File: src/design/fphd_pkg.sv
// ============================================================================
// fphd_pkg: shared types and constants of the half-period dither core
// Widths of the word fields and the command and result structures used by the
// front end, back end and top, and the back end's sequencer state encoding.
// ============================================================================
package fphd_pkg;

    localparam int HZ_W        = 24;
    localparam int MHZ_W       = 11;
    localparam int CLOCK_W     = 29;
    localparam int DELAY_W     = 8;
    localparam int COUNT_W     = 8;
    localparam int INC_W       = 31;
    localparam int DEN_W       = 35;
    localparam int DEN_S_W     = DEN_W + 2;
    localparam int PROD_W      = 39;
    localparam int CFG_INDEX_W = 4;
    localparam int CFG_DATA_W  = CLOCK_W;

    localparam int HZ_SCALE    = 2000;
    localparam int CLOCK_SCALE = 1000;

    localparam int FRACTION_BITS_DEFAULT = 24;
    localparam int QUEUE_DEPTH_DEFAULT   = 2;

    localparam logic [CLOCK_W-1:0] CLOCK_HZ_RESET = CLOCK_W'(125000000);

    localparam logic [CFG_INDEX_W-1:0] REG_CLOCK_HZ     = CFG_INDEX_W'(0);
    localparam logic [CFG_INDEX_W-1:0] REG_DELAY_CYCLES = CFG_INDEX_W'(1);

    typedef enum logic [1:0] {
        OP_TICK   = 2'd0,
        OP_FREQ   = 2'd1,
        OP_REJECT = 2'd2
    } op_t;

    typedef enum logic [1:0] {
        STATUS_COUNT    = 2'd0,
        STATUS_FREQ_OK  = 2'd1,
        STATUS_FREQ_REJ = 2'd2
    } status_t;

    typedef enum logic [2:0] {
        ST_IDLE,
        ST_MUL,
        ST_CHECK,
        ST_DIV,
        ST_ROUND,
        ST_DONE
    } state_t;

    typedef struct packed {
        op_t              op;
        logic [DEN_W-1:0] den;
    } cmd_t;

    typedef struct packed {
        logic [COUNT_W-1:0] count;
        status_t            status;
    } res_t;

endpackage

File: src/design/fphd_queue.sv
// ============================================================================
// fphd_queue: small first-in first-out queue
// Register-based queue with occupancy count; push is ignored while full and
// pop is ignored while empty.
// ============================================================================
module fphd_queue #(
    parameter int WIDTH = 8,
    parameter int DEPTH = fphd_pkg::QUEUE_DEPTH_DEFAULT
) (
    input  logic             clk,
    input  logic             rst_n,
    input  logic             push,
    input  logic [WIDTH-1:0] push_data,
    output logic             full,
    input  logic             pop,
    output logic [WIDTH-1:0] pop_data,
    output logic             empty
);
    import fphd_pkg::*;

    localparam int PTR_W = (DEPTH > 1) ? $clog2(DEPTH) : 1;
    localparam int CNT_W = $clog2(DEPTH + 1);

    logic [WIDTH-1:0] store_reg [DEPTH];
    logic [PTR_W-1:0] wr_ptr_reg, wr_ptr_next;
    logic [PTR_W-1:0] rd_ptr_reg, rd_ptr_next;
    logic [CNT_W-1:0] fill_reg, fill_next;
    logic             do_push;
    logic             do_pop;

    assign full     = (fill_reg == CNT_W'(DEPTH));
    assign empty    = (fill_reg == '0);
    assign do_push  = push && !full;
    assign do_pop   = pop && !empty;
    assign pop_data = store_reg[rd_ptr_reg];

    always_comb
    begin
        wr_ptr_next = wr_ptr_reg;
        rd_ptr_next = rd_ptr_reg;
        fill_next   = fill_reg;
        if (do_push)
        begin
            wr_ptr_next = (wr_ptr_reg == PTR_W'(DEPTH - 1)) ? '0 : wr_ptr_reg + 1'b1;
        end
        if (do_pop)
        begin
            rd_ptr_next = (rd_ptr_reg == PTR_W'(DEPTH - 1)) ? '0 : rd_ptr_reg + 1'b1;
        end
        if (do_push && !do_pop)
        begin
            fill_next = fill_reg + 1'b1;
        end
        else if (do_pop && !do_push)
        begin
            fill_next = fill_reg - 1'b1;
        end
    end

    always_ff @(posedge clk or negedge rst_n)
    begin
        if (!rst_n)
        begin
            wr_ptr_reg <= '0;
            rd_ptr_reg <= '0;
            fill_reg   <= '0;
        end
        else
        begin
            wr_ptr_reg <= wr_ptr_next;
            rd_ptr_reg <= rd_ptr_next;
            fill_reg   <= fill_next;
        end
    end

    always_ff @(posedge clk)
    begin
        if (do_push)
        begin
            store_reg[wr_ptr_reg] <= push_data;
        end
    end

endmodule

File: src/design/fphd_front.sv
// ============================================================================
// fphd_front: input word classification
// Forms the divisor 2000*hz + 2*millihz and sorts each word into a tick, a
// usable frequency, or a frequency with a non-positive divisor.
// ============================================================================
module fphd_front (
    input  logic                      kind,
    input  logic [fphd_pkg::HZ_W-1:0] freq_hz,
    input  logic signed [fphd_pkg::MHZ_W-1:0] freq_millihz,
    output fphd_pkg::cmd_t            cmd
);
    import fphd_pkg::*;

    logic [DEN_S_W-1:0] hz_ext;
    logic [DEN_S_W-1:0] mhz_ext;
    logic [DEN_S_W-1:0] den_s;
    logic               den_positive;

    assign hz_ext  = {{(DEN_S_W - HZ_W){1'b0}}, freq_hz};
    assign mhz_ext = {{(DEN_S_W - MHZ_W){freq_millihz[MHZ_W-1]}}, freq_millihz};
    // Two's complement sum; the top bit is the sign of the divisor.
    assign den_s   = hz_ext * DEN_S_W'(HZ_SCALE) + (mhz_ext << 1);
    assign den_positive = !den_s[DEN_S_W-1] && (den_s != '0);

    always_comb
    begin
        cmd.den = den_s[DEN_W-1:0];
        if (kind)
        begin
            cmd.op = OP_TICK;
        end
        else if (den_positive)
        begin
            cmd.op = OP_FREQ;
        end
        else
        begin
            cmd.op = OP_REJECT;
        end
    end

endmodule

File: src/design/fphd_back.sv
// ============================================================================
// fphd_back: command execution
// Runs the rounded restoring division for frequency words, one quotient bit
// per cycle, and the first-order error feedback for tick words.
// ============================================================================
module fphd_back #(
    parameter int FRACTION_BITS = fphd_pkg::FRACTION_BITS_DEFAULT
) (
    input  logic                         clk,
    input  logic                         rst_n,
    input  logic                         cmd_valid,
    input  fphd_pkg::cmd_t               cmd,
    output logic                         cmd_pop,
    input  logic [fphd_pkg::CLOCK_W-1:0] clock_hz,
    input  logic [fphd_pkg::DELAY_W-1:0] delay_cycles,
    input  logic                         res_ready,
    output logic                         res_push,
    output fphd_pkg::res_t               res
);
    import fphd_pkg::*;

    localparam int PE_W  = FRACTION_BITS + 1;
    localparam int XW    = (FRACTION_BITS + COUNT_W + 1 > INC_W + 2) ?
                           FRACTION_BITS + COUNT_W + 1 : INC_W + 2;
    localparam int SH    = INC_W - FRACTION_BITS;
    localparam int CNT_W = $clog2(INC_W);

    state_t             state_reg, state_next;
    logic [INC_W-1:0]   inc_reg, inc_next;
    logic [PE_W-1:0]    pe_reg, pe_next;
    logic [DEN_W-1:0]   den_reg, den_next;
    logic [PROD_W-1:0]  prod_reg, prod_next;
    logic [DEN_W-1:0]   rem_reg, rem_next;
    logic [INC_W-1:0]   div_low_reg, div_low_next;
    logic [INC_W-1:0]   quo_reg, quo_next;
    logic [CNT_W-1:0]   cnt_reg, cnt_next;
    logic               ok_reg, ok_next;

    logic [XW-1:0]      x;
    logic [COUNT_W-1:0] tick_count;
    logic [PE_W-1:0]    tick_pe;
    logic               tick_fire;
    logic [PROD_W-1:0]  head;
    logic               overflow;
    logic [DEN_W:0]     trial;
    logic               trial_ge;
    logic               round_up;
    logic [INC_W:0]     quo_rounded;
    logic               round_ok;
    logic               cnt_last;

    // Tick: x = inc - err + half; the count is x >> F less the delay and the new error is
    // half minus the fraction bits of x.
    assign x = {{(XW - INC_W){1'b0}}, inc_reg}
             - {{(XW - PE_W){pe_reg[PE_W-1]}}, pe_reg}
             + (XW'(1) << (FRACTION_BITS - 1));
    assign tick_count = x[FRACTION_BITS +: COUNT_W] - delay_cycles;
    assign tick_pe    = (PE_W'(1) << (FRACTION_BITS - 1))
                      - {1'b0, x[FRACTION_BITS-1:0]};
    assign tick_fire  = (state_reg == ST_IDLE) && cmd_valid && (cmd.op == OP_TICK)
                      && res_ready;

    // The quotient fits in INC_W bits exactly when the dividend bits above
    // the lowest INC_W stay below the divisor.
    assign head     = prod_reg >> SH;
    assign overflow = (head >= {{(PROD_W - DEN_W){1'b0}}, den_reg});

    assign trial    = {rem_reg, div_low_reg[INC_W-1]};
    assign trial_ge = (trial >= {1'b0, den_reg});
    assign cnt_last = (cnt_reg == CNT_W'(INC_W - 1));

    assign round_up    = (rem_reg >= (den_reg >> 1));
    assign quo_rounded = {1'b0, quo_reg} + {{INC_W{1'b0}}, round_up};
    assign round_ok    = (quo_rounded != '0) && !quo_rounded[INC_W];

    always_comb
    begin
        state_next = state_reg;
        case (state_reg)
            ST_IDLE:
            begin
                if (cmd_valid && (cmd.op == OP_FREQ))
                begin
                    state_next = ST_MUL;
                end
            end
            ST_MUL:   state_next = ST_CHECK;
            ST_CHECK: state_next = overflow ? ST_DONE : ST_DIV;
            ST_DIV:
            begin
                if (cnt_last)
                begin
                    state_next = ST_ROUND;
                end
            end
            ST_ROUND: state_next = ST_DONE;
            ST_DONE:
            begin
                if (res_ready)
                begin
                    state_next = ST_IDLE;
                end
            end
            default:  state_next = ST_IDLE;
        endcase
    end

    always_comb
    begin
        cmd_pop    = 1'b0;
        res_push   = 1'b0;
        res.count  = '0;
        res.status = STATUS_COUNT;
        case (state_reg)
            ST_IDLE:
            begin
                if (cmd_valid)
                begin
                    case (cmd.op)
                        OP_TICK:
                        begin
                            cmd_pop   = res_ready;
                            res_push  = res_ready;
                            res.count = tick_count;
                        end
                        OP_REJECT:
                        begin
                            cmd_pop    = res_ready;
                            res_push   = res_ready;
                            res.status = STATUS_FREQ_REJ;
                        end
                        OP_FREQ: cmd_pop = 1'b1;
                        default: cmd_pop = 1'b1;
                    endcase
                end
            end
            ST_DONE:
            begin
                res_push   = res_ready;
                res.status = ok_reg ? STATUS_FREQ_OK : STATUS_FREQ_REJ;
            end
            default:
            begin
                cmd_pop = 1'b0;
            end
        endcase
    end

    always_comb
    begin
        inc_next     = inc_reg;
        pe_next      = pe_reg;
        den_next     = den_reg;
        prod_next    = prod_reg;
        rem_next     = rem_reg;
        div_low_next = div_low_reg;
        quo_next     = quo_reg;
        cnt_next     = cnt_reg;
        ok_next      = ok_reg;
        if (tick_fire)
        begin
            pe_next = tick_pe;
        end
        case (state_reg)
            ST_IDLE:
            begin
                den_next = cmd.den;
            end
            ST_MUL:
            begin
                prod_next = {{(PROD_W - CLOCK_W){1'b0}}, clock_hz} * PROD_W'(CLOCK_SCALE);
            end
            ST_CHECK:
            begin
                rem_next     = head[DEN_W-1:0];
                div_low_next = prod_reg[INC_W-1:0] << FRACTION_BITS;
                quo_next     = '0;
                cnt_next     = '0;
                ok_next      = 1'b0;
            end
            ST_DIV:
            begin
                rem_next     = trial_ge ? DEN_W'(trial - {1'b0, den_reg}) : trial[DEN_W-1:0];
                quo_next     = {quo_reg[INC_W-2:0], trial_ge};
                div_low_next = div_low_reg << 1;
                cnt_next     = cnt_reg + 1'b1;
            end
            ST_ROUND:
            begin
                ok_next = round_ok;
                if (round_ok)
                begin
                    inc_next = quo_rounded[INC_W-1:0];
                end
            end
            default:
            begin
                ok_next = ok_reg;
            end
        endcase
    end

    always_ff @(posedge clk or negedge rst_n)
    begin
        if (!rst_n)
        begin
            state_reg <= ST_IDLE;
            inc_reg   <= '0;
            pe_reg    <= '0;
            cnt_reg   <= '0;
        end
        else
        begin
            state_reg <= state_next;
            inc_reg   <= inc_next;
            pe_reg    <= pe_next;
            cnt_reg   <= cnt_next;
        end
    end

    always_ff @(posedge clk)
    begin
        den_reg     <= den_next;
        prod_reg    <= prod_next;
        rem_reg     <= rem_next;
        div_low_reg <= div_low_next;
        quo_reg     <= quo_next;
        ok_reg      <= ok_next;
    end

endmodule

File: src/design/fractional_half_period_dither.sv
// ============================================================================
// fractional_half_period_dither: half-period counter core of a numerically
// controlled oscillator
// Frequency words set the clock cycles per half period in fixed point by a
// rounded division; tick words return the next integer half-period count,
// dithered by first-order error feedback, less a fixed program delay.
// ============================================================================
//
//  Channel   Handshake              Fields
//  --------  ---------------------  ----------------------------------------
//  input     push / full            kind, freq_hz, freq_millihz
//  result    pop / empty            count, status
//  config    cfg_valid / cfg_ready  cfg_index, cfg_data
//
// A tick word is answered from idle. A frequency word runs through the restoring
// divider (pop, multiply, range check, 31 quotient bits, rounding, push); a
// divisor-sign reject is answered from idle and a quotient-overflow reject skips
// the division. Reset is asynchronous: increment and phase error clear, clock_hz
// returns to 125 MHz and delay_cycles to zero. The back end stalls only on a full
// result queue; full rises when the command queue fills.
//
module fractional_half_period_dither #(
    parameter int FRACTION_BITS = fphd_pkg::FRACTION_BITS_DEFAULT,
    parameter int QUEUE_DEPTH   = fphd_pkg::QUEUE_DEPTH_DEFAULT
) (
    input  logic                             clk,
    input  logic                             rst_n,
    input  logic                             push,
    output logic                             full,
    input  logic                             kind,
    input  logic [fphd_pkg::HZ_W-1:0]        freq_hz,
    input  logic signed [fphd_pkg::MHZ_W-1:0] freq_millihz,
    output logic                             empty,
    input  logic                             pop,
    output logic [fphd_pkg::COUNT_W-1:0]     count,
    output logic [1:0]                       status,
    input  logic                             cfg_valid,
    output logic                             cfg_ready,
    input  logic [fphd_pkg::CFG_INDEX_W-1:0] cfg_index,
    input  logic [fphd_pkg::CFG_DATA_W-1:0]  cfg_data
);
    import fphd_pkg::*;

    logic [CLOCK_W-1:0] clock_hz_reg, clock_hz_next;
    logic [DELAY_W-1:0] delay_reg, delay_next;

    cmd_t in_cmd;
    cmd_t q_cmd;
    logic cmd_empty;
    logic cmd_pop;
    res_t back_res;
    res_t out_res;
    logic res_full;
    logic res_push;

    // Configuration is always ready; writes to an index past the register
    // list are dropped.
    assign cfg_ready = 1'b1;

    always_comb
    begin
        clock_hz_next = clock_hz_reg;
        delay_next    = delay_reg;
        if (cfg_valid)
        begin
            case (cfg_index)
                REG_CLOCK_HZ:     clock_hz_next = cfg_data[CLOCK_W-1:0];
                REG_DELAY_CYCLES: delay_next    = cfg_data[DELAY_W-1:0];
                default:          delay_next    = delay_reg;
            endcase
        end
    end

    always_ff @(posedge clk or negedge rst_n)
    begin
        if (!rst_n)
        begin
            clock_hz_reg <= CLOCK_HZ_RESET;
            delay_reg    <= '0;
        end
        else
        begin
            clock_hz_reg <= clock_hz_next;
            delay_reg    <= delay_next;
        end
    end

    // The front end classifies each word as it enters the command queue.
    fphd_front u_front (
        .kind         (kind),
        .freq_hz      (freq_hz),
        .freq_millihz (freq_millihz),
        .cmd          (in_cmd)
    );

    fphd_queue #(
        .WIDTH (DEN_W + 2),
        .DEPTH (QUEUE_DEPTH)
    ) u_cmd_queue (
        .clk       (clk),
        .rst_n     (rst_n),
        .push      (push),
        .push_data (in_cmd),
        .full      (full),
        .pop       (cmd_pop),
        .pop_data  (q_cmd),
        .empty     (cmd_empty)
    );

    // The back end executes commands in order and stalls on a full result
    // queue; the command queue keeps taking words meanwhile until it fills.
    fphd_back #(
        .FRACTION_BITS (FRACTION_BITS)
    ) u_back (
        .clk          (clk),
        .rst_n        (rst_n),
        .cmd_valid    (!cmd_empty),
        .cmd          (q_cmd),
        .cmd_pop      (cmd_pop),
        .clock_hz     (clock_hz_reg),
        .delay_cycles (delay_reg),
        .res_ready    (!res_full),
        .res_push     (res_push),
        .res          (back_res)
    );

    fphd_queue #(
        .WIDTH (COUNT_W + 2),
        .DEPTH (QUEUE_DEPTH)
    ) u_res_queue (
        .clk       (clk),
        .rst_n     (rst_n),
        .push      (res_push),
        .push_data (back_res),
        .full      (res_full),
        .pop       (pop),
        .pop_data  (out_res),
        .empty     (empty)
    );

    assign count  = out_res.count;
    assign status = out_res.status;

endmodule

File: config.mk
export PLATFORM = sky130hd
export DESIGN_NAME = fractional_half_period_dither
export DESIGN_NICKNAME = d
export VERILOG_FILES = /design/src/design/fphd_pkg.sv /design/src/design/fphd_queue.sv /design/src/design/fphd_front.sv /design/src/design/fphd_back.sv /design/src/design/fractional_half_period_dither.sv
export SDC_FILE = /design/constraint.sdc
export NUM_CORES = 1
export LEC_CHECK = 0
export ABC_AREA = 1
export BUFFER_PORTS_ARGS = -buffer_cell sky130_fd_sc_hd__buf_2
export CAP_MARGIN = 25
export CORE_UTILIZATION = 65
export CTS_CLUSTER_DIAMETER = 100
export CTS_CLUSTER_SIZE = 20
export DETAILED_ROUTE_END_ITERATION = 8
export GPL_TIMING_DRIVEN = 0
export MAX_ROUTING_LAYER = met4
export PLACE_DENSITY = 0.83
export SKIP_LAST_GASP = 1
export SLEW_MARGIN = 20
export SYNTH_ARGS = -nofsm -noshare
export SYNTH_HDL_FRONTEND = slang
export SYNTH_SLANG_ARGS = --single-unit
File: constraint.sdc
create_clock -name clk -period 7.7 [get_ports clk]
set_input_delay 0 -clock clk [delete_from_list [all_inputs] [get_ports clk]]
set_output_delay 0 -clock clk [all_outputs]
set_load 0.02 [all_outputs]
* Word-level counts from Yosys, hierarchy flattened
Memory sizes are Yosys's and may differ from the RTL's. Index checks and enable logic that the tools add are counted.
Operators by class: $add $sub $neg 16, multipliers 2, div/mod/pow operators 0, order comparisons 3, equality and inequality tests 14, shift operators 0, multiplexer cells 37, bitwise logic cells 0, reductions and logical operators 40
Operators with widths (number):
- case mux 31 bit (2 select lines) | 2
- case mux 35 bit (2 select lines) | 1
- adder 37 bit | 1
- nonzero test 37 bit | 1
- >= comparator 36 x 35 -> 1 bit | 1
- multiplier 29 x 7 -> 36 bit, second input constant | 1
- >= comparator 32 x 35 -> 1 bit | 1
- >= comparator 35 x 34 -> 1 bit | 1
- 2-to-1 mux 35 bit | 1
- subtractor 35 bit | 1
- adder 31 x 1 -> 32 bit | 1
- adder 32 x 24 -> 32 bit, second input constant | 1
- nonzero test 32 bit | 1
- subtractor 32 x 25 -> 32 bit | 1
- multiplier 24 x 7 -> 31 bit, second input constant | 1
- subtractor 24 x 24 -> 25 bit, first input constant | 1
- case mux 3 bit (6 select lines) | 1
- 2-to-1 mux 2 bit | 8
- 2-to-1 mux 8 bit | 2
- logical AND 1 bit | 14
- 2-to-1 mux 1 bit | 13
- 2-to-1 mux 3 bit | 4
- zero test 1 bit | 10
- 2-to-1 mux 10 bit | 1
- 24 further kinds | 42
Storage, ports and cells: bits in registers 278, bits in latches 0, RAM bits 94, bits in read-only memories 0, bits of input ports 74, output and inout port bits 13, word-level logic and storage cells 132, memories 2
Memory list:
- u_cmd_queue.store_reg | depth 2, bits a word 37, rd ports 1, clocked after Yosys merged registers in 0, wr ports 1, RTL line fphd_queue.sv:24 | logic [WIDTH-1:0] store_reg [DEPTH];
- u_res_queue.store_reg | depth 2, bits a word 10, rd ports 1, clocked after Yosys merged registers in 0, wr ports 1, RTL line fphd_queue.sv:24

* Longest topological paths before layout
Gate-level depths: netlist of run 1. An unclocked memory read counts as a cell.
word-level depth 11, mapped depth 33, depth with buffers taken out 33

* By module
From an unflattened synthesis of run 1, not the netlist that was laid out.
Unflattened totals: cell total of the unflattened synthesis 4036, area total of the unflattened synthesis 32207.1 sq um
By module, submodules not included:
- fphd_back | times used 1, cells an instance 2532, area each 19956.6 sq um, seq. area each 5865.6 sq um
- fphd_front | times used 1, cells an instance 1022, area each 6652.6 sq um, seq. area each 0.0 sq um
- fphd_queue (u_cmd_queue) | times used 1, cells an instance 225, area each 2942.8 sq um, seq. area each 2322.2 sq um
- fractional_half_period_dither | times used 1, cells an instance 173, area each 1697.9 sq um, seq. area each 942.2 sq um
- fphd_queue (u_res_queue) | times used 1, cells an instance 84, area each 957.2 sq um, seq. area each 700.7 sq um

* Least setup slack after synthesis of run 1
No wires, ideal clock.
kind in2reg, from input freq_hz[3] (netlist name), to memory u_cmd_queue.store_reg[0][35] (netlist name), data pin, library setup time 253 ps, arrival 5085 ps, data required time 7447 ps, slack 2362 ps, stages on the path 29, buffers on the path 0, path through inv_1 fa_1 fa_1 fa_1 fa_1 inv_1 ha_1 nand2_1 nor3_1 a21oi_1 o21ai_0 a21oi_1 o21ai_0 a21oi_1 xnor2_1 ha_1 nand2_1 nor2_1 nand2_1 nor2_1 nand2_1 nand3_1 nand2_1 nand3b_1 nand2_1 nor2_1 nand3_1 nand2_1 nor2_1
RTL lines:
- from (decl) | RTL line fractional_half_period_dither.sv:31 | input logic [fphd_pkg::HZ_W-1:0] freq_hz,
- to (decl) | RTL line fphd_queue.sv:24

==> flow_summary.yaml, run 1 <==
synthesis:
  yosys_warnings: 0
  netlist_area_um2: 31000
  netlist_top_cells_area: "edfxtp_1 23%, ha_1 13%, fa_1 13%, nand2_1 12%, dfrtp_1 7.8%"
  ys_seq_elements: 342
  yosysUniqueCellTypes: 51
  synth_common_cells: "994 x nand2_1, 605 x inv_1, 319 x ha_1"
  netlist_instances: 3776
  synthArstFlopShare_pct: 31.9
  synth-main-ff-cell: "edfxtp_1"
  synth_top_area_cell: "edfxtp_1"
  yosys.area.top_type_share_pct: 22.6
  yosysSeqAreaShare_pct: 31.5
  synth.most_common_cell: "nand2_1"
  syn_nets: 4365
  syn_area_per_cell_um2: 8.20
  synth_edf_count: 233
timing:
  fin_tns_setup_ns: 0
  slew_viol_final: 0
  slew_headroom_pct: 38.2
  min_period_ns: 6.00
  tightest_slew_ns: 0.923
  post-route-period-util_pct: 77.9
  fmax_mhz: 167
  final-hold-violation-count: 0
  skew_ns: 0.0410
  finalSetupViolCount: 0
  rsz0062_at_grt: "false"
worst_setup_path:
  worstPathArrival_ns: 6.36
  cp-start-kind: "input pin"
  crit_family: "adder cells"
  cp_slowest_cell: "fa_1"
  crit_fanout: 5
  cp_common_cell: "nand2_1"
  critPathCaptureType: "flip-flop"
  crit_path_max_incr_delay_ns: 0.58
  path_class: "input pin to flip-flop"
  cp_num_buf_inv: 5
  cp_data_required_time_ns: 8.06
layout:
  fin_nets: 4521
  antennaDiodeCount: 0
  regArea_um2: 9740
  largest_reg_flops: 72
  drive_above_1_share_pct: 5.12
  multiInputGateArea_um2: 18700
  fill_cells: 3659
  syn2layout_area_growth_pct: 7.85
global_routing:
  grt_max_degree: 76
  grt_usage_pct: 32.3
  grt_pass1_wl_um: 121000
  grt_antenna_before_repair: 1
  grt_overflow: 0
  grt_pass1_vias: 24647
die:
  die-area_um2: 48500
  io-pin-count: 87
  die_h_um: 220
  die_w_um: 220
  rows: 79
  core-area_um2: 46800
  start_util_pct: 66.2
routing:
  wire_per_inst_um: 16.3
  wirelength_um: 74100
  drt_iter0_drc: 2264
  drt-pass1-iter-count: 8
  num_vias: 25614
  drt-vias-per-instance: 5.63
  antenna_left: 0
  drc: 6
clocking:
  clkTransAtPathRegs_ns: 0.08
  numCtsBuffers: 21
  ctsResizeCount: 0
  root_buffer: "clkbuf_16"
  htreeDepth: 1
  cts.sinks: 342
  clockBufferDepth: 3
  cts_tree: "done"
  insertion_delay_ns: 0.55
place:
  gp_congestion: 1.01
  dp_hpwl_um: 59700
  io_buffers: 85
status:
  violations: "DRC"
  status: "complete, but fails checks"
flow_run:
  cap_viol_max_count: 0
worst_hold_path:
  hold_path_class: "input pin to flip-flop"
-- cells in the final DEF (no fill, tap or decap), drive strengths merged, types with 52 or more instances in the layout --
cell    instances
nand2         996
inv           615
ha            319
nor2          310
edfxtp        233
a21oi         221
fa            196
o21ai         173
nand3         147
buf           112
dfrtp          96
xor2           85
nand4          72
clkbuf         70
nor3           52
-- path summary, 6_finish.rpt --
kind,start,end,slack [ns],cells past startpoint
worst max-delay path,freq_hz[1],u_cmd_queue.store_reg[0][36],1.70,28
max in group asynchronous,rst_n,u_back.pe_reg[2],7.19,3
worst min register to register,u_back.inc_reg[30],u_back.inc_reg[30],0.48,2
min in group asynchronous,rst_n,clock_hz_reg[6],0.07,2
worst max register to register,clock_hz_reg[1],u_back.prod_reg[25],2.58,15
worst min-delay path,freq_millihz[4],u_cmd_queue.store_reg[0][5],0.03,4
-- final cells by class --
type,count,area share (%)
Multi-Input combinational cell,2768,56.0
Sequential cell,342,29.2
Inverter,614,6.90
Timing Repair Buffer,133,3.07
Clock inverter,1,0.0487
Tap cell,607,2.27
Buffer,52,0.708
Clock buffer,36,1.77
-- what timing repair did --
action / in CTS / in global routing
hold buffers: 40 / 0
setup buffers: 0 / 0
hold endpoints to repair: 160 / 0
-- worst reg2reg max path, stage by stage, from the launching register on --
cell and delay, ns:
dfrtp_1 0.53, fa_1 0.59, inv_1 0.07, fa_1 0.48
fa_1 0.52, inv_1 0.06, fa_1 0.45, ha_1 0.36
nand2_1 0.07, inv_1 0.05, a21oi_1 0.10, o21ai_0 0.52
a21boi_0 0.27, o21ai_0 0.47, a21oi_1 0.16, xnor2_1 0.15
-- metrics by stage --
step           utilization [%]  area (µm²)  hold WS, ns  std cells  setup WS, ns
5_1_grt                   71.4       33400       0.0503       4553          1.00
4_1_cts                   71.4       33400       0.0220       4553          1.78
3_5_place_dp              69.2       32400      -0.0755       4476          1.21
6_report                  71.4       33400       0.0312       4553          1.70
3_3_place_gp              68.7       32100        0.206       4468        0.0356
2_1_floorplan                -       31000       -0.296       3776          2.36
-- metal layers --
metal	GRT usage (%)	wire length, µm
met1	44.5	32700
met2	51.9	34900
met3	3.40	4850
met4	7.26	1710
met5	-	0
-- cell families after synthesis --
logic type                 share of synthesized area [%]
adders and majority gates                           25.6
DFF                                                 31.5
buffers and inverters                               8.21
AOI/OAI and AO/OA                                   8.45
muxes                                              0.724
xor gates and xnor gates                            3.82
other                                             0.0121
and+or+nand+nor                                     21.8
Power of run 1 is not shown: default switching activity piles up to over one toggle a cycle in this logic, so the estimate is an artifact.
==> inputs of run 2 (changes only) <==
Clock period 7.7 ns to 5.84 ns, I/O delays scaled along.
==> run 2 against run 1 <==
The run still ends with DRC left. Cell count about the same. Sequential share of layout area down 0.12 points. Critical endpoint is now u_cmd_queue.store_reg[1][35]. Highest routed layer unchanged. Clock-buffer cell count unchanged.
==> flow_summary.yaml, run 2 (same netlist as run 1, synthesis figures left out) <==
status:
  status: "complete, but fails checks"
  violations: "DRC"
timing:
  fin_ws_ns: 0.328
  fin_tns_setup_ns: 0
  tightest_slew_ns: 0.915
  final-hold-violation-count: 0
  min_period_ns: 5.51
  slew_viol_final: 0
  finalSetupViolCount: 0
  post-route-period-util_pct: 94.4
  fmax_mhz: 181
  slew_headroom_pct: 38.8
  skew_ns: 0.0426
global_routing:
  grt_overflow: 0
  grt_pass1_vias: 24647
  grt_usage_pct: 32.3
  grt_pass1_wl_um: 121000
  busiest_layer: "met2"
  grt_antenna_before_repair: 1
  gr-usage-met3_pct: 3.40
  grt_max_degree: 76
  met2_usage_pct: 51.9
  grtUsageMet1_pct: 44.5
layout:
  fin_nets: 4523
  final_cell_mix: "993 x nand2_1, 602 x inv_1, 315 x ha_1"
  syn2layout_area_growth_pct: 8.30
  multiInputGateArea_um2: 18800
  drive_above_1_share_pct: 6.03
  design_area_um2: 33500
  layout_commonest_cell: "nand2_1"
  regArea_um2: 9740
  antennaDiodeCount: 0
  largest_reg_flops: 72
  fill_cells: 3634
worst_setup_path:
  crit_path_max_incr_delay_ns: 0.58
  crit_fanout: 5
  reg2reg_slack_ns: 0.73
  cp_data_required_time_ns: 6.15
  cp_common_cell: "nand2_1"
  r2r_end: "u_back.prod_reg[25]"
  cp_slowest_cell: "fa_1"
  reg2reg_depth: 15
  cp-start-kind: "input pin"
  path_class: "input pin to flip-flop"
  r2r_start: "clock_hz_reg[1]"
  critPathCaptureType: "flip-flop"
  worstPathArrival_ns: 5.82
clocking:
  root_buffer: "clkbuf_16"
  cts.sinks: 342
  insertion_delay_ns: 0.55
  clockBufferDepth: 3
  htreeDepth: 1
  clkTransAtPathRegs_ns: 0.08
  numCtsBuffers: 21
  cts_tree: "done"
place:
  dp_hpwl_um: 59700
  place_area_um2: 32400
  gp_congestion: 1.01
  io_buffers: 85
  dp_slack_ns: -0.652
die:
  io-pin-count: 87
  die_h_um: 220
  start_util_pct: 66.2
  die_w_um: 220
  die-area_um2: 48500
  rows: 79
  core-area_um2: 46800
routing:
  num_vias: 25589
  drt-vias-per-instance: 5.62
  wire_per_inst_um: 16.3
  drt_iter0_drc: 2340
  wirelength_um: 74300
  drc: 6
  drt-pass1-iter-count: 8
  antenna_left: 0
worst_hold_path:
  hold_path_depth: 4
  hold_path_class: "input pin to flip-flop"
  worstHoldStart: "freq_millihz[4]"
  min_to: "u_cmd_queue.store_reg[0][5]"
flow_run:
  cap_viol_max_count: 0
run 2: cell type report:
cell class / count / share of cell area [%]
flip-flops and latches: 342 / 29.1
multi-input cells: 2768 / 56.1
clock buffers: 36 / 1.77
well taps: 607 / 2.27
clock inverters: 1 / 0.0485
repair buffers: 135 / 3.10
inverters: 614 / 6.91
plain buffers: 52 / 0.705
run 2: stage by stage:
step | cells | util (%) | hold WS [ns]
after floorplan | 3776 | - | -0.296
after global placement | 4468 | 68.7 | 0.206
after detailed placement | 4476 | 69.2 | -0.0755
after CTS | 4553 | 71.4 | 0.0220
after global routing | 4555 | 71.7 | 0.0503
final | 4555 | 71.7 | 0.0325
run 2: critical path: cells and delay by family:
| kind | cells | cell delay, ns |
|---|---|---|
| adder cells (fa/ha/maj) | 6 | 2.74 |
| AND/OR/NAND/NOR | 14 | 1.63 |
| AO/OA/AOI/OAI | 5 | 0.84 |
| buffers and inverters | 5 | 0.46 |
| XOR/XNOR | 1 | 0.13 |
run 2: routing by layer:
layer / up-vias / wire length [µm]
li1: 12596 / -
met1: 11995 / 32800
met2: 865 / 35000
met3: 133 / 4800
met4: 0 / 1690
met5: - / 0
run 2: worst max-delay path by stage:
stage,endpoint,slack (ns),start
2_1_floorplan,u_cmd_queue.store_reg[0][35],0.50,freq_hz[3]
3_3_place_gp,u_back.rem_reg[28],-1.82,u_back.state_reg[1]
3_5_place_dp,u_cmd_queue.store_reg[0][36],-0.65,freq_hz[1]
4_1_cts,u_cmd_queue.store_reg[0][36],0.06,freq_hz[1]
5_1_grt,u_cmd_queue.store_reg[0][35],-0.04,freq_hz[1]
6_report,u_cmd_queue.store_reg[1][35],0.33,freq_hz[1]
run 2: repair_timing:
action,CTS,global route
gates resized for setup,2,42
buffers inserted,0,2
pin swaps,0,3
gates cloned,0,0
setup endpoints to repair,4,6
hold buffers,40,0
hold endpoints to repair,160,0
Power of run 2 is left out for the same reason.
